<file path="config.mk">
export PLATFORM = sky130hd
export DESIGN_NAME = dual_stack_shared_memory_top
export DESIGN_NICKNAME = d
export VERILOG_FILES = /design/src/rtl/dss_pkg.sv /design/src/rtl/dss_front.sv /design/src/rtl/dss_queue.sv /design/src/rtl/dss_back.sv /design/src/rtl/dual_stack_shared_memory_top.sv
export SDC_FILE = /design/constraint.sdc
export NUM_CORES = 1
export LEC_CHECK = 0
export ABC_AREA = 1
export ABC_CLOCK_PERIOD_IN_PS = 4700
export BUFFER_PORTS_ARGS = -buffer_cell sky130_fd_sc_hd__clkbuf_2
export CELL_PAD_IN_SITES_DETAIL_PLACEMENT = 0
export CELL_PAD_IN_SITES_GLOBAL_PLACEMENT = 1
export CORE_ASPECT_RATIO = 0.6
export CORE_MARGIN = 2
export CORE_UTILIZATION = 35
export CTS_CLUSTER_SIZE = 12
export DETAILED_ROUTE_END_ITERATION = 10
export PLACE_DENSITY_LB_ADDON = 0.25
export SYNTH_ARGS = -nofsm -noshare
export SYNTH_HDL_FRONTEND = slang
export SYNTH_HIERARCHICAL = 1
export SYNTH_SLANG_ARGS = --single-unit
</file>
<file path="constraint.sdc">
create_clock -name clk -period 4.7 [get_ports clk]
set_input_delay 1.41 -clock clk [delete_from_list [all_inputs] [get_ports clk]]
set_output_delay 1.41 -clock clk [all_outputs]
set_load 0.005 [all_outputs]
</file>
<file path="src/rtl/dss_pkg.sv">
`timescale 1ns / 1ps
// Package for the dual stack block: sizes, codes, command and result types.
// No dependencies; imported by every module of the block.
package dss_pkg;

    localparam int DEPTH   = 16;
    localparam int ADDR_W  = $clog2(DEPTH);
    localparam int CNT_W   = $clog2(DEPTH + 1);
    localparam int DATA_W  = 32;

    localparam int QUEUE_DEPTH = 2;
    localparam int QPTR_W      = $clog2(QUEUE_DEPTH);
    localparam int QCNT_W      = $clog2(QUEUE_DEPTH + 1);

    // mode field encodings
    localparam logic [1:0] MODE_PUSH = 2'd0;
    localparam logic [1:0] MODE_POP  = 2'd1;
    localparam logic [1:0] MODE_DUMP = 2'd2;

    // status field encodings
    localparam logic [1:0] ST_OK    = 2'd0;
    localparam logic [1:0] ST_FULL  = 2'd1;
    localparam logic [1:0] ST_EMPTY = 2'd2;

    localparam logic SEL_LOWER = 1'b0;
    localparam logic SEL_UPPER = 1'b1;

    typedef enum logic [1:0] {
        OP_PUSH,
        OP_POP,
        OP_DUMP
    } op_t;

    typedef struct packed {
        op_t               op;
        logic              sel;
        logic [DATA_W-1:0] value;
    } cmd_t;

    typedef struct packed {
        logic              valid;
        logic [DATA_W-1:0] data;
        logic [1:0]        status;
        logic              last;
    } result_t;

    typedef enum logic [1:0] {
        BK_IDLE,
        BK_POP_OUT,
        BK_DUMP
    } back_state_t;

endpackage

</file>
<file path="src/rtl/dss_front.sv">
`timescale 1ns / 1ps
// Front end: accepts command transactions, decodes mode, drops unused codes.
// Depends on dss_pkg.
module dss_front
    import dss_pkg::*;
(
    input  logic              start,
    input  logic [1:0]        mode,
    input  logic              stack_select,
    input  logic [DATA_W-1:0] push_value,
    input  logic              queue_full,
    output logic              busy,
    output logic              queue_wr,
    output cmd_t              queue_cmd
);

    logic accept;
    logic known;

    assign busy   = queue_full;
    assign accept = start && !queue_full;

    always_comb
    begin
        known         = 1'b1;
        queue_cmd.op  = OP_PUSH;
        unique case (mode)
            MODE_PUSH: queue_cmd.op = OP_PUSH;
            MODE_POP:  queue_cmd.op = OP_POP;
            MODE_DUMP: queue_cmd.op = OP_DUMP;
            default:   known = 1'b0;  // unused code: no result, no change
        endcase
        queue_cmd.sel   = stack_select;
        queue_cmd.value = push_value;
    end

    assign queue_wr = accept && known;

endmodule

</file>
<file path="src/rtl/dss_queue.sv">
`timescale 1ns / 1ps
// Short command queue between front and back end.
// Depends on dss_pkg.
module dss_queue
    import dss_pkg::*;
(
    input  logic  clk,
    input  logic  rst_n,
    input  logic  wr,
    input  cmd_t  wr_cmd,
    input  logic  rd,
    output cmd_t  rd_cmd,
    output logic  full,
    output logic  not_empty
);

    cmd_t              entry_reg [QUEUE_DEPTH];
    logic [QPTR_W-1:0] wr_ptr_reg, wr_ptr_next;
    logic [QPTR_W-1:0] rd_ptr_reg, rd_ptr_next;
    logic [QCNT_W-1:0] count_reg,  count_next;

    function automatic logic [QPTR_W-1:0] ptr_inc(input logic [QPTR_W-1:0] p);
        logic [QPTR_W-1:0] r;
        if (p == QPTR_W'(QUEUE_DEPTH - 1))
            r = '0;
        else
            r = p + 1'b1;
        return r;
    endfunction

    assign full      = (count_reg == QCNT_W'(QUEUE_DEPTH));
    assign not_empty = (count_reg != '0);
    assign rd_cmd    = entry_reg[rd_ptr_reg];

    always_comb
    begin
        wr_ptr_next = wr ? ptr_inc(wr_ptr_reg) : wr_ptr_reg;
        rd_ptr_next = rd ? ptr_inc(rd_ptr_reg) : rd_ptr_reg;
        count_next  = count_reg + QCNT_W'(wr) - QCNT_W'(rd);
    end

    always_ff @(posedge clk or negedge rst_n)
    begin
        if (!rst_n)
        begin
            wr_ptr_reg <= '0;
            rd_ptr_reg <= '0;
            count_reg  <= '0;
        end
        else
        begin
            wr_ptr_reg <= wr_ptr_next;
            rd_ptr_reg <= rd_ptr_next;
            count_reg  <= count_next;
        end
    end

    always_ff @(posedge clk)
    begin
        if (wr)
            entry_reg[wr_ptr_reg] <= wr_cmd;
    end

endmodule

</file>
<file path="src/rtl/dss_back.sv">
`timescale 1ns / 1ps
// Back end: stack counts, shared memory and result sequencing.
// Depends on dss_pkg.
module dss_back
    import dss_pkg::*;
(
    input  logic    clk,
    input  logic    rst_n,
    input  logic    cmd_valid,
    input  cmd_t    cmd,
    output logic    cmd_take,
    output result_t result
);

    logic [DATA_W-1:0] mem [DEPTH];
    logic [DATA_W-1:0] rdata_reg;

    back_state_t       state_reg,  state_next;
    logic [CNT_W-1:0]  lower_reg,  lower_next;
    logic [CNT_W-1:0]  upper_reg,  upper_next;
    logic [ADDR_W-1:0] ptr_reg,    ptr_next;
    logic [CNT_W-1:0]  remain_reg, remain_next;
    logic              sel_reg,    sel_next;
    result_t           res_reg,    res_next;

    logic              we;
    logic [ADDR_W-1:0] waddr;
    logic              re;
    logic [ADDR_W-1:0] raddr;

    logic [CNT_W:0]    total;
    logic [CNT_W-1:0]  sel_cnt;
    logic [CNT_W-1:0]  depth_c;
    logic [ADDR_W-1:0] ptr_step;

    assign total    = {1'b0, lower_reg} + {1'b0, upper_reg};
    assign sel_cnt  = (cmd.sel == SEL_LOWER) ? lower_reg : upper_reg;
    assign depth_c  = CNT_W'(DEPTH);
    assign ptr_step = (sel_reg == SEL_LOWER) ? ptr_reg - 1'b1 : ptr_reg + 1'b1;
    assign result   = res_reg;

    always_comb
    begin
        state_next  = state_reg;
        lower_next  = lower_reg;
        upper_next  = upper_reg;
        ptr_next    = ptr_reg;
        remain_next = remain_reg;
        sel_next    = sel_reg;
        res_next    = '0;
        cmd_take    = 1'b0;
        we          = 1'b0;
        waddr       = '0;
        re          = 1'b0;
        raddr       = '0;

        unique case (state_reg)
            BK_IDLE:
            begin
                if (cmd_valid)
                begin
                    cmd_take      = 1'b1;
                    res_next.last = 1'b1;
                    unique case (cmd.op)
                        OP_PUSH:
                        begin
                            res_next.valid = 1'b1;
                            if (total >= {1'b0, depth_c})
                                res_next.status = ST_FULL;
                            else if (cmd.sel == SEL_LOWER)
                            begin
                                we         = 1'b1;
                                waddr      = lower_reg[ADDR_W-1:0];
                                lower_next = lower_reg + 1'b1;
                            end
                            else
                            begin
                                we         = 1'b1;
                                waddr      = ADDR_W'(depth_c - upper_reg - 1'b1);
                                upper_next = upper_reg + 1'b1;
                            end
                        end
                        OP_POP:
                        begin
                            if (sel_cnt == '0)
                            begin
                                res_next.valid  = 1'b1;
                                res_next.status = ST_EMPTY;
                            end
                            else
                            begin
                                re         = 1'b1;
                                state_next = BK_POP_OUT;
                                if (cmd.sel == SEL_LOWER)
                                begin
                                    raddr      = ADDR_W'(lower_reg - 1'b1);
                                    lower_next = lower_reg - 1'b1;
                                end
                                else
                                begin
                                    raddr      = ADDR_W'(depth_c - upper_reg);
                                    upper_next = upper_reg - 1'b1;
                                end
                            end
                        end
                        OP_DUMP:
                        begin
                            if (sel_cnt == '0)
                            begin
                                res_next.valid  = 1'b1;
                                res_next.status = ST_EMPTY;
                            end
                            else
                            begin
                                // first read goes out now, data lands in BK_DUMP
                                if (cmd.sel == SEL_LOWER)
                                    raddr = ADDR_W'(sel_cnt - 1'b1);
                                else
                                    raddr = ADDR_W'(depth_c - sel_cnt);
                                re          = 1'b1;
                                ptr_next    = raddr;
                                remain_next = sel_cnt;
                                sel_next    = cmd.sel;
                                state_next  = BK_DUMP;
                            end
                        end
                        default:
                        begin
                            res_next = '0;
                        end
                    endcase
                end
            end
            BK_POP_OUT:
            begin
                res_next.valid = 1'b1;
                res_next.data  = rdata_reg;
                res_next.last  = 1'b1;
                state_next     = BK_IDLE;
            end
            BK_DUMP:
            begin
                res_next.valid = 1'b1;
                res_next.data  = rdata_reg;
                res_next.last  = (remain_reg == CNT_W'(1));
                remain_next    = remain_reg - 1'b1;
                if (remain_reg == CNT_W'(1))
                    state_next = BK_IDLE;
                else
                begin
                    re       = 1'b1;
                    raddr    = ptr_step;
                    ptr_next = ptr_step;
                end
            end
            default:
            begin
                state_next = BK_IDLE;
            end
        endcase
    end

    always_ff @(posedge clk or negedge rst_n)
    begin
        if (!rst_n)
        begin
            state_reg  <= BK_IDLE;
            lower_reg  <= '0;
            upper_reg  <= '0;
            remain_reg <= '0;
            res_reg    <= '0;
        end
        else
        begin
            state_reg  <= state_next;
            lower_reg  <= lower_next;
            upper_reg  <= upper_next;
            remain_reg <= remain_next;
            res_reg    <= res_next;
        end
    end

    always_ff @(posedge clk)
    begin
        ptr_reg <= ptr_next;
        sel_reg <= sel_next;
    end

    // shared stack memory: one write port, one registered read port
    always_ff @(posedge clk)
    begin
        if (we)
            mem[waddr] <= cmd.value;
        if (re)
            rdata_reg <= mem[raddr];
    end

endmodule

</file>
<file path="src/rtl/dual_stack_shared_memory_top.sv">
`timescale 1ns / 1ps
// Top level of the two-stacks-in-one-memory block.
// Depends on dss_pkg, dss_front, dss_queue, dss_back.
//
// Two stacks share one memory of DEPTH words: the lower stack grows up from
// address 0, the upper stack grows down from DEPTH-1. A command transaction is
// taken when start is high and busy is low. mode selects push, pop or dump of
// the stack picked by stack_select; mode three is taken and dropped silently.
// Every result appears for exactly one cycle with result_valid high; the
// receiver cannot stall, so results must be captured when shown. last marks
// the final result of a transaction. A push leaves the execution unit idle,
// so pushes stream at one per cycle while no pop or dump is in progress; a
// pop or a dump holds the execution unit until its last result, as the data
// passes through the registered read port of the shared memory. A push into
// a full memory gives status full, a pop or dump of an empty stack gives
// status empty, in both cases with data_value zero. A two entry command queue
// sits between the decoder and the execution unit; busy is high while it is
// full. With the execution unit idle, a taken transaction passes the queue
// and the result register, with the memory read register between them for
// a pop or dump with entries; queued commands or a dump in progress delay it.
module dual_stack_shared_memory_top
    import dss_pkg::*;
(
    input  logic                     clk,
    input  logic                     rst_n,
    input  logic                     start,
    output logic                     busy,
    input  logic [1:0]               mode,
    input  logic                     stack_select,
    input  logic signed [DATA_W-1:0] push_value,
    output logic                     result_valid,
    output logic signed [DATA_W-1:0] data_value,
    output logic [1:0]               status,
    output logic                     last
);

    logic    queue_wr;
    cmd_t    queue_in;
    logic    queue_full;
    logic    queue_rd;
    cmd_t    queue_out;
    logic    queue_not_empty;
    result_t result;

    // front end: decode and push into the queue
    dss_front u_front (
        .start        (start),
        .mode         (mode),
        .stack_select (stack_select),
        .push_value   (push_value),
        .queue_full   (queue_full),
        .busy         (busy),
        .queue_wr     (queue_wr),
        .queue_cmd    (queue_in)
    );

    dss_queue u_queue (
        .clk       (clk),
        .rst_n     (rst_n),
        .wr        (queue_wr),
        .wr_cmd    (queue_in),
        .rd        (queue_rd),
        .rd_cmd    (queue_out),
        .full      (queue_full),
        .not_empty (queue_not_empty)
    );

    // back end: owns the counts and the shared memory
    dss_back u_back (
        .clk       (clk),
        .rst_n     (rst_n),
        .cmd_valid (queue_not_empty),
        .cmd       (queue_out),
        .cmd_take  (queue_rd),
        .result    (result)
    );

    assign result_valid = result.valid;
    assign data_value   = result.data;
    assign status       = result.status;
    assign last         = result.last;

endmodule
</file>
* Yosys cells after proc, flatten, opt, wreduce, memory -nomap -nowiden
Memories as Yosys holds them, arrays and structs flattened. A register that Yosys moved wholly into a read port is not among the register bits. Cells that the tools add are included.
Cells by class: magnitude comparators 1, mux-type cells 69, bitwise logic cells 1, equal/unequal tests 22, reductions and logical operators 20, add/sub/neg operators 16
Operator list (number):
- 33-bit one-hot mux with 2 select lines | 1
- 4-bit two-way mux | 16
- 5-bit two-way mux | 12
- 36-bit two-way mux | 1
- 5-bit one-hot mux with 2 select lines | 3
- 4-bit one-hot mux with 2 select lines | 3
- 1-bit two-way mux | 20
- 2-bit inequality test (second input constant) | 8
- 2-bit one-hot mux with 2 select lines | 4
- 5-bit by 1-bit subtractor with 5-bit output (second input constant) | 3
- 7-bit AND reduction | 2
- 2-bit two-way mux | 6
- 4-bit by 1-bit subtractor with 4-bit output (second input constant) | 3
- 5-bit by 1-bit adder with 5-bit output (second input constant) | 2
- 5-bit AND reduction | 2
- 3-bit inequality test (second input constant) | 3
- 2-bit equality test (second input constant) | 4
- 4-bit AND reduction | 2
- 1-bit by 4-bit subtractor with 4-bit output (first input constant) | 2
- 5-bit by 5-bit adder with 6-bit output | 1
- 2-bit by 1-bit equality test with 1-bit output (second input constant) | 3
- 6-bit by 5-bit >= comparator with 1-bit output (second input constant) | 1
- 2-bit logical NOT | 3
- 2-bit by 1-bit inequality test with 1-bit output (second input constant) | 3
- other kinds (14) | 21
Storage, ports and cells: RAM bits 582, memories kept 2, output and inout bits 37, input port bits 38, bits in registers 62, logic and storage cells 144
Memories:
- u_back.mem | depth 16, width 32, read ports 1, clocked after memory_dff 1, wr ports 1, RTL line dss_back.sv:15 | logic [DATA_W-1:0] mem [DEPTH];
- u_queue.entry_reg | depth 2, width 35, read ports 1, clocked after memory_dff 0, wr ports 1, RTL line dss_queue.sv:17 | cmd_t entry_reg [QUEUE_DEPTH];

* Depth between registers and ports, before layout
Gate-level depths: netlist of run 1.
depth in word-level cells 8, mapped depth 23, depth with buffers taken out 17

* Hierarchy
The synthesis of run 1 kept the hierarchy.
By module, submodules not included:
- dss_back | area an instance 25689.6 um^2, instances 1, cells each 2353
- dss_queue | area an instance 2950.3 um^2, instances 1, cells each 208
- dss_front | area an instance 291.5 um^2, instances 1, cells each 43

* Least setup slack after synthesis of run 1
Ideal clock, no wire load.
kind reg-to-reg, from register u_queue.rd_ptr_reg, to register u_back.rdata_reg[0] (read register of u_back.mem), enable pin, period minus slack after synthesis 4.489 ns, arrival time 4.023 ns, stages on the path, launching flop included 13, data required time 4.234 ns, buffers on the path 4, setup time 0.466 ns, path slack 0.211 ns, cells stage by stage dfrtp_1 -> buf_6 -> buf_6 -> o21ai_2 -> buf_6 -> buf_2 -> o21ai_0 -> ha_1 -> inv_1 -> nor2_2 -> nand2_4 -> inv_1 -> o21ai_0
RTL lines:
- start: declaration | RTL line dss_queue.sv:19 | logic [QPTR_W-1:0] rd_ptr_reg, rd_ptr_next;
- start signal: assignment | RTL line dss_queue.sv:53 | rd_ptr_reg <= rd_ptr_next;
- end: declaration | RTL line dss_back.sv:16 | logic [DATA_W-1:0] rdata_reg;

==> results.json, run 1 <==
{
  "outcome": "finished, final reports clean",
  "gr-total-overflow": 0,
  "dieArea_sq_mm": 0.0851,
  "viasPerCell": 4.97,
  "drt-total-wl_mm": 81.2,
  "yosysTopAreaCellShare": 0.642,
  "slew_headroom": 0.205,
  "clock_latency_ns": 0.63,
  "ctsHoldBuffers": 0,
  "fin_nets": 2687,
  "antenna_found_initial": 1,
  "path_cells": "o21ai_2 -> inv_1 -> ha_1 -> inv_1 -> nor2_1 -> nand3_1 -> inv_1 -> nand2_1 -> o21ai_0 -> nor2_4 -> buf_4",
  "cts_tree": "done",
  "syn_inst": 2604,
  "synth_xor_xnor_area_share": 0.00636,
  "synth_top_cell_by_area": "edfxtp_1",
  "htreeDepth": 3,
  "crit_arrival_ns": 4.20,
  "cts_num_sinks": 676,
  "synth_cell_types": 40,
  "period_share": 0.837,
  "globalplace.congestion": 0.803,
  "pwr-share-seq": 0.411,
  "p_sw_frac": 0.365,
  "numCtsBuffers": 71,
  "seq_area_frac_synth": 0.692,
  "clk_path_buf_depth": 3,
  "grt_setup_unrepaired": "false",
  "total_power_mw": 20.7,
  "grt_use_total": 0.193,
  "start_util": 0.354,
  "post_cts_buffers": 0,
  "synth_edf_count": 619,
  "crit_path_max_fanout": 18,
  "die_w_microns": 375,
  "synth-seq-cells": 676,
  "clk_pin_slew_ns": 0.06,
  "hp-class": "flip-flop to flip-flop",
  "yosysWarnings": 6,
  "dp_hpwl_mm": 43.6,
  "synth_area_leaders": "edfxtp_1 64%, nand2_1 12%, nand3_1 7.5%",
  "p_leak_nw": 12.9,
  "period_needed_ns": 3.93,
  "largest_reg_flops": 512,
  "setup_violations": 0,
  "intPower_mw": 13.1,
  "hold_viol_final": 0,
  "die_h_microns": 227,
  "area_growth_syn_to_layout_pct": 12.6,
  "first_pass_iters": 5,
  "synth_compound_area_frac": 0.0199,
  "fill_cells": 7842,
  "synth_top_family_by_area": "simple AND/OR/NAND/NOR gates",
  "numPortBuffers": 74,
  "grt_max_degree": 209,
  "max-cap-violations": 0,
  "syn-cell-area_sq_mm": 0.0289,
  "grt_pass1_wl_mm": 121,
  "synthSimpleGateAreaFrac": 0.212,
  "tns_ns": 0,
  "path_class": "flip-flop to flip-flop",
  "fin_worst_skew_ns": 0.0242,
  "drt_iter0_markers": 1821,
  "coreArea_sq_mm": 0.0817,
  "synthTopCellsByCount": "946 x nand2_1, 619 x edfxtp_1, 436 x nand3_1, 151 x inv_1, 90 x buf_2",
  "slowest_delay_ns": 0.92,
  "wl_per_cell_microns": 21.6,
  "syn_nets": 2670,
  "rows": 81,
  "ir_drop_mv": 0.373,
  "crit_required_ns": 4.97,
  "grt_pass1_vias": 18200,
  "drtAntennaViolNets": 0,
  "power_switching_mw": 7.57,
  "drive_gt1_frac": 0.107,
  "max_freq_mhz": 254,
  "synth-async-reset-ratio": 0.0843,
  "drc": 0,
  "endpoint_kind": "flip-flop",
  "crit_path_frequent_cell": "inv_1",
  "synth_ff_type": "edfxtp_1",
  "startpoint_type": "flip-flop",
  "powerDensity_mw_per_mm2": 636,
  "syn_avg_cell_area_sq_um": 11.1,
  "io_pins": 75,
  "yosysMostFrequentCell": "nand2_1",
  "synth_mux_area_frac": 0,
  "clkPwrFrac": 0.265,
  "via_count": 18700,
  "finalMaxSlewViolations": 0,
  "critPathSlowestCell": "nor2_4",
  "cts_resized": 0,
  "synth_fa_ha_area_frac": 0.0126,
  "cts-root-buf": "clkbuf_16",
  "worst_slew_pin_slew_ns": 1.19,
  "comb_power_share": 0.324
}
==> kinds of logic after synthesis <==
logic type                 count (synthesis)
AOI/OAI and AO/OA                         88
xor gates and xnor gates                  21
adders and majority gates                 28
buffers and inverters                    331
DFF                                      676
and+or+nand+nor                         1460
==> through the flow <==
stage	setup WS, ns	util	hold slack, ns	instance area (sq um)	cells
finish	0.767	0.399	0.425	32600	3754
global route	0.523	0.399	0.468	32600	3753
CTS	0.855	0.399	0.428	32600	3753
detailed placement	0.865	0.372	0.420	30400	3627
global placement	0.991	0.372	0.420	30400	3627
floorplan	0.211	-	0.409	28900	2604
==> power by group through the flow <==
stage	Combinational [mW]	Clock, mW	Sequential [mW]
floorplan	4.39	0	8.48
global placement	6.65	0	8.63
detailed placement	6.72	0	8.64
CTS	6.74	5.63	8.51
global route	7.50	5.87	8.57
finish	6.72	5.48	8.51
==> cell type report <==
type                       count  area (sq um)  share of cell area
inverter                     154           581              0.0178
sequential                   676         20000               0.614
multi-input combinational   1597          7470               0.229
timing repair buffer         121           938              0.0288
clock buffer                 113          2070              0.0635
antenna                        1          2.50           0.0000768
clock inverter                13           156             0.00480
tap                         1079          1350              0.0414
==> critical path, delay by kind of cell, from the launching register on <==
family	cells	cell delay [ns]
and+or+nand+nor	4	1.32
adders and majority gates	1	0.25
AOI/OAI and AO/OA	2	0.65
buffers and inverters	4	0.75
DFF	1	0.57
==> placed cells by master, fill, tap and decap left out, drive strengths merged, types with 2 or more instances in the layout <==
master and count:
xor2 13, nor3 5, clkbuf 186, buf 48, ha 26, a21oi 15, o21a 2, nand2 955
nand4 4, edfxtp 619, xnor2 8, clkinv 8, nor2 55, inv 153, o31ai 2, nand3 438
a31oi 3, clkinvlp 3, bufinv 3, dfrtp 57, fa 2, o21ai 63
==> worst paths after layout <==
kind	from	endpoint	slack (ns)	cells after the start
max in group asynchronous	rst_n	u_queue/rd_ptr_reg$_DFFE_PN0P_	3.10	1
setup / recovery	u_queue/rd_ptr_reg$_DFFE_PN0P_	u_back/mem[2][29]$_DFFE_PP_	0.77	11
hold / removal	u_back/rdata_reg[29]$_DFFE_PP_	u_back/result[32]$_DFF_PN0_	0.42	2
hold reg to reg	u_back/rdata_reg[29]$_DFFE_PP_	u_back/result[32]$_DFF_PN0_	0.42	2
min in group asynchronous	rst_n	u_back/result[2]$_DFF_PN0_	0.92	1
setup reg to reg	u_queue/rd_ptr_reg$_DFFE_PN0P_	u_back/mem[2][29]$_DFFE_PP_	0.77	11
==> layer usage <==
layer,vias to the layer above,global-route usage,part of all wire
li1,8810,-,-
met4,0,0.0378,0.016
met5,-,0,0
met1,9221,0.292,0.50
met3,92,0.0380,0.063
met2,550,0.286,0.42
Power figures use the tool's default switching activity.
==> run 2, diff against run 1 <==
- ABC_CLOCK_PERIOD_IN_PS: 4700 -> 4000
- clock period: 4.7 -> 4 ns (I/O delays scaled with it)
==> run 2 against run 1 <==
Compared with the run above:
- via count is 0.32% higher
- register-to-register slack worse by 0.27 ns
- utilization is 0.24 points higher
- power grew 18%
- fmax grew 12%
- global-route usage grew 0.39 points
- cell count grew 0.32%
- sequential share of layout area fell by 0.36 points
- clock power grew 17%
==> results.json, run 2 (synthesis results as in run 1) <==
{
  "outcome": "finished, final reports clean",
  "dpl_cell_area_sq_mm": 0.0306,
  "setup_violations": 0,
  "total_power_mw": 24.4,
  "hold_depth": 2,
  "drc": 0,
  "worst-r2r-cell-count": 15,
  "crit_path_max_fanout": 22,
  "hp-class": "flip-flop to flip-flop",
  "startpoint_type": "flip-flop",
  "rrSetupSlack_ns": 0.50,
  "fin_nets": 2700,
  "hold_start": "u_back/rdata_reg[8]$_DFFE_PP_",
  "crit_required_ns": 4.38,
  "dieArea_sq_mm": 0.0851,
  "largest_reg_flops": 512,
  "hold_end": "u_back/result[11]$_DFF_PN0_",
  "finalMaxSlewViolations": 0,
  "ir_drop_mv": 0.482,
  "endpoint_kind": "flip-flop",
  "antenna_cells": 0,
  "max_freq_mhz": 286,
  "die_w_microns": 375,
  "via_count": 18700,
  "drive_gt1_frac": 0.112,
  "tns_ns": 0,
  "powerDensity_mw_per_mm2": 745,
  "grt_pass1_vias": 18300,
  "drt_iter0_markers": 1648,
  "final_cell_mix": "946 x nand2_1, 619 x edfxtp_1, 434 x nand3_1",
  "grt_pass1_wl_mm": 123,
  "drt-total-wl_mm": 82.4,
  "grt_max_degree": 134,
  "viasPerCell": 4.97,
  "hold_viol_final": 0,
  "coreArea_sq_mm": 0.0817,
  "rows": 81,
  "cts_tree": "done",
  "clk_pin_slew_ns": 0.06,
  "final_common_cell": "nand2_1",
  "area_growth_syn_to_layout_pct": 13.3,
  "wl_per_cell_microns": 21.9,
  "slew_headroom": 0.126,
  "fin_cells": 3766,
  "first_pass_iters": 5,
  "finalInstanceArea_sq_mm": 0.0328,
  "path_class": "flip-flop to flip-flop",
  "worst_slew_pin_slew_ns": 1.30,
  "crit_arrival_ns": 3.88,
  "rr_startpoint": "u_queue/rd_ptr_reg$_DFFE_PN0P_",
  "grt_use_total": 0.196,
  "place_inst": 3641,
  "post_cts_buffers": 0,
  "globalplace.congestion": 0.804,
  "io_pins": 75,
  "period_needed_ns": 3.50,
  "r2r-end": "u_back/rdata_reg[11]$_DFFE_PP_",
  "fin_worst_skew_ns": 0.0264,
  "max-cap-violations": 0,
  "p_leak_nw": 13.0,
  "drtAntennaViolNets": 0,
  "cts_num_sinks": 676,
  "antenna_found_initial": 2,
  "clock_latency_ns": 0.64,
  "cts-root-buf": "clkbuf_16",
  "clk_path_buf_depth": 3,
  "period_share": 0.875,
  "grt_setup_unrepaired": "false",
  "numPortBuffers": 74,
  "start_util": 0.354,
  "gr-total-overflow": 0,
  "cts_resized": 0,
  "htreeDepth": 3,
  "ctsHoldBuffers": 0,
  "die_h_microns": 227,
  "dp_hpwl_mm": 43.5,
  "numCtsBuffers": 70
}
[run 2: changes by cell type in the layout (fill, tap and decap cells not counted), sizes merged]
cell,delta
inv,+1
clkinv,+1
clkbuf,-1
clkinvlp,-2
diode,-1
buf,+14
[run 2: where the power goes]
part / leakage (nW) / switching (mW) / internal, mW
logic: 5.66 / 5.81 / 2.23
clock network: 1.05 / 2.75 / 3.67
registers: 6.34 / 0.373 / 9.58
[run 2: worst max-delay path by stage]
stage                                         startpoint                              to  slack (ns)
after floorplan           u_queue/rd_ptr_reg$_DFFE_PN0P_   u_back/rdata_reg[0]$_DFFE_PP_        0.38
after global placement    u_queue/rd_ptr_reg$_DFFE_PN0P_  u_back/rdata_reg[11]$_DFFE_PP_        0.62
after detailed placement  u_queue/rd_ptr_reg$_DFFE_PN0P_  u_back/rdata_reg[13]$_DFFE_PP_        0.57
after CTS                 u_queue/rd_ptr_reg$_DFFE_PN0P_  u_back/rdata_reg[29]$_DFFE_PP_        0.55
after global routing      u_queue/rd_ptr_reg$_DFFE_PN0P_  u_back/rdata_reg[29]$_DFFE_PP_        0.32
final                     u_queue/rd_ptr_reg$_DFFE_PN0P_  u_back/rdata_reg[11]$_DFFE_PP_        0.50
[run 2: cell type report]
cell class              count  area [sq um]
fillers                  7789         48900
flip-flops and latches    676         20000
multi-input cells        1597          7480
clock buffers             112          2020
well taps                1079          1350
repair buffers            135          1170
inverters                 154           581
clock inverters            13           159
[run 2: stage by stage]
| stage | utilization | worst slack, ns | hold slack [ns] |
|---|---|---|---|
| floorplan | - | 0.377 | 0.409 |
| global placement | 0.375 | 0.622 | 0.421 |
| detailed placement | 0.375 | 0.572 | 0.421 |
| CTS | 0.401 | 0.549 | 0.427 |
| global route | 0.401 | 0.324 | 0.444 |
| finish | 0.401 | 0.501 | 0.425 |
[run 2: worst max-delay path, stage by stage, from the launching register on]
cell and delay (ns):
dfrtp_4 0.58, nand2_1 0.11, o21ai_2 0.05, buf_4 0.20
nand2_1 0.14, o21ai_0 0.18, ha_1 0.26, inv_1 0.07
nor2_2 0.05, nand2_4 0.12, nand3_2 0.13, o21ai_4 0.77
buf_12 0.29, nand3_1 0.10, nand3_1 0.10, nand2_1 0.07
[run 2: metal layers]
| layer | routed length, microns | vias to the layer above | share of wire | GRT usage |
|---|---|---|---|---|
| met1 | 41500 | 9267 | 0.50 | 0.302 |
| met2 | 35200 | 526 | 0.43 | 0.290 |
| li1 | - | 8834 | - | - |
| met4 | 1300 | 0 | 0.016 | 0.0412 |
| met3 | 4450 | 106 | 0.054 | 0.0338 |
| met5 | 0 | - | 0 | 0 |
==> run 3, diff against run 2 <==
- CTS_BUF_LIST: not set -> sky130_fd_sc_hd__clkbuf_4
==> run 3 against run 2 <==
Compared with the run above:
- combinational power hardly changed
- utilization is 0.067 points lower
- largest power group unchanged
- register-to-register slack better by 0.06 ns
- via count is 2.8% higher
- sequential share of layout area is 0.10 points higher
- cell count is 4.3% higher
- worst hold slack worse by 0.057 ns
- die area stayed put
- flip-flop and latch count stayed put
==> results.json, run 3 (synthesis results as in run 1) <==
{
  "outcome": "finished, final reports clean",
  "period_share": 0.860,
  "slew_headroom": 0.112,
  "comb_power_share": 0.336,
  "start_util": 0.354,
  "path_cells": "nand2_1 -> o21ai_2 -> buf_4 -> nand2_1 -> o21ai_0 -> ha_1 -> inv_1 -> nor2_2 -> nand2_4 -> nand3_2 -> o21ai_4 -> buf_12 -> nand3_1 -> nand3_1 -> nand2_1",
  "intPower_mw": 14.9,
  "fin_cells": 3928,
  "final_cell_mix": "946 x nand2_1, 619 x edfxtp_1, 434 x nand3_1",
  "numCtsBuffers": 163,
  "powerDensity_mw_per_mm2": 730,
  "viasPerCell": 4.90,
  "area_growth_syn_to_layout_pct": 13.1,
  "grt_pass1_vias": 19000,
  "setup_violations": 0,
  "gr-total-overflow": 0,
  "max_freq_mhz": 291,
  "tns_ns": 0,
  "grt_max_degree": 134,
  "crit_path_max_fanout": 21,
  "clk_pin_slew_ns": 0.07,
  "path_class": "flip-flop to flip-flop",
  "cts_num_sinks": 676,
  "coreArea_sq_mm": 0.0817,
  "drt_iter0_markers": 1740,
  "worst_slew_pin_slew_ns": 1.32,
  "ir_drop_mv": 0.488,
  "grt_use_total": 0.199,
  "crit_required_ns": 4.75,
  "clkPwrFrac": 0.247,
  "rrSetupSlack_ns": 0.56,
  "place_ws_ns": 0.572,
  "topRoutingLayerUsed": "met4",
  "total_power_mw": 23.9,
  "io_pins": 75,
  "fin_worst_skew_ns": 0.0418,
  "antenna_found_initial": 4,
  "endpoint_kind": "flip-flop",
  "clock_latency_ns": 1.01,
  "dp_hpwl_mm": 43.5,
  "dieArea_sq_mm": 0.0851,
  "globalplace.congestion": 0.804,
  "worst-r2r-cell-count": 15,
  "drt-total-wl_mm": 83.3,
  "p_leak_nw": 13.3,
  "pwr-share-seq": 0.417,
  "hold_viol_final": 0,
  "path_delay_family": "compound AO/OA/AOI/OAI gates",
  "wl_met2_mm": 35.3,
  "p_sw_frac": 0.376,
  "cts-root-buf": "clkbuf_4",
  "m1WireLength_mm": 41.4,
  "drive_gt1_frac": 0.168,
  "finalMaxSlewViolations": 0,
  "grt_pass1_wl_mm": 124,
  "critPathSlowestCell": "o21ai_4",
  "rows": 81,
  "place_inst": 3641,
  "htreeDepth": 4,
  "die_w_microns": 375,
  "drtAntennaViolNets": 0,
  "fill_cells": 7917,
  "via_count": 19300,
  "crit_buf_inv": 3,
  "largest_reg_flops": 512,
  "die_h_microns": 227,
  "hp-class": "input port to asynchronous set/reset pin",
  "fin_nets": 2793,
  "crit_arrival_ns": 4.19,
  "period_needed_ns": 3.44,
  "finalHoldWorstSlack_ns": 0.368,
  "wl_met3_mm": 5.25,
  "final_common_cell": "nand2_1",
  "slowest_delay_ns": 0.74,
  "clk_path_buf_depth": 3,
  "power_switching_mw": 8.97,
  "cts_tree": "done",
  "numPortBuffers": 74,
  "drc": 0,
  "max-cap-violations": 0,
  "ctsHoldBuffers": 0,
  "crit_path_frequent_cell": "nand2_1",
  "rr_startpoint": "u_queue/rd_ptr_reg$_DFFE_PN0P_",
  "post_cts_buffers": 0,
  "startpoint_type": "flip-flop",
  "first_pass_iters": 5,
  "grt_setup_unrepaired": "false",
  "cts_resized": 0,
  "r2r-end": "u_back/rdata_reg[13]$_DFFE_PP_",
  "wl_per_cell_microns": 21.2,
  "fin_ws_ns": 0.560
}
run 3: how the worst max path moves through the flow:
stage / from / endpoint / slack, ns / depth (start not counted)
floorplan: u_queue/rd_ptr_reg$_DFFE_PN0P_ / u_back/rdata_reg[0]$_DFFE_PP_ / 0.38 / 12
global placement: u_queue/rd_ptr_reg$_DFFE_PN0P_ / u_back/rdata_reg[11]$_DFFE_PP_ / 0.62 / 13
detailed placement: u_queue/rd_ptr_reg$_DFFE_PN0P_ / u_back/rdata_reg[13]$_DFFE_PP_ / 0.57 / 15
CTS: u_queue/rd_ptr_reg$_DFFE_PN0P_ / u_back/rdata_reg[12]$_DFFE_PP_ / 0.58 / 15
global route: u_queue/rd_ptr_reg$_DFFE_PN0P_ / u_back/rdata_reg[10]$_DFFE_PP_ / 0.33 / 13
finish: u_queue/rd_ptr_reg$_DFFE_PN0P_ / u_back/rdata_reg[13]$_DFFE_PP_ / 0.56 / 15
run 3: worst register-to-register path: stages (launching register included):
cell and delay, ns:
dfrtp_4 0.58, nand2_1 0.11, o21ai_2 0.05, buf_4 0.20, nand2_1 0.14, o21ai_0 0.17
ha_1 0.26, inv_1 0.07, nor2_2 0.05, nand2_4 0.13, nand3_2 0.13, o21ai_4 0.75
buf_12 0.28, nand3_1 0.15, nand3_1 0.09, nand2_1 0.07
run 3: through the flow:
step,utilization,cell area (sq um)
4_1_cts,0.401,32700
5_1_grt,0.401,32700
6_report,0.401,32700
3_3_place_gp,0.375,30600
3_5_place_dp,0.375,30600
2_1_floorplan,-,28900
run 3: area by class of cell:
type / instances / area (sq um) / area share
sequential: 676 / 20000 / 0.612
multi-input combinational: 1597 / 7480 / 0.229
clock buffer: 251 / 1880 / 0.0576
tap: 1079 / 1350 / 0.0413
timing repair buffer: 135 / 1170 / 0.0357
inverter: 154 / 581 / 0.0177
clock inverter: 33 / 236 / 0.00723
antenna: 3 / 7.51 / 0.000229
run 3: metal layers:
layer	vias to the layer above	track usage
li1	9134	-
met1	9400	0.298
met2	608	0.287
met3	115	0.0416
met4	0	0.0643
met5	-	0
run 3: power by group through the flow:
stage          Combinational (mW)  Sequential (mW)  Clock, mW
4_1_cts                      8.10             9.96       6.13
3_3_place_gp                 8.00             10.1          0
6_report                     8.03             9.95       5.90
5_1_grt                      8.97             10.0       6.48
3_5_place_dp                 8.07             10.1          0
2_1_floorplan                5.17             9.96          0
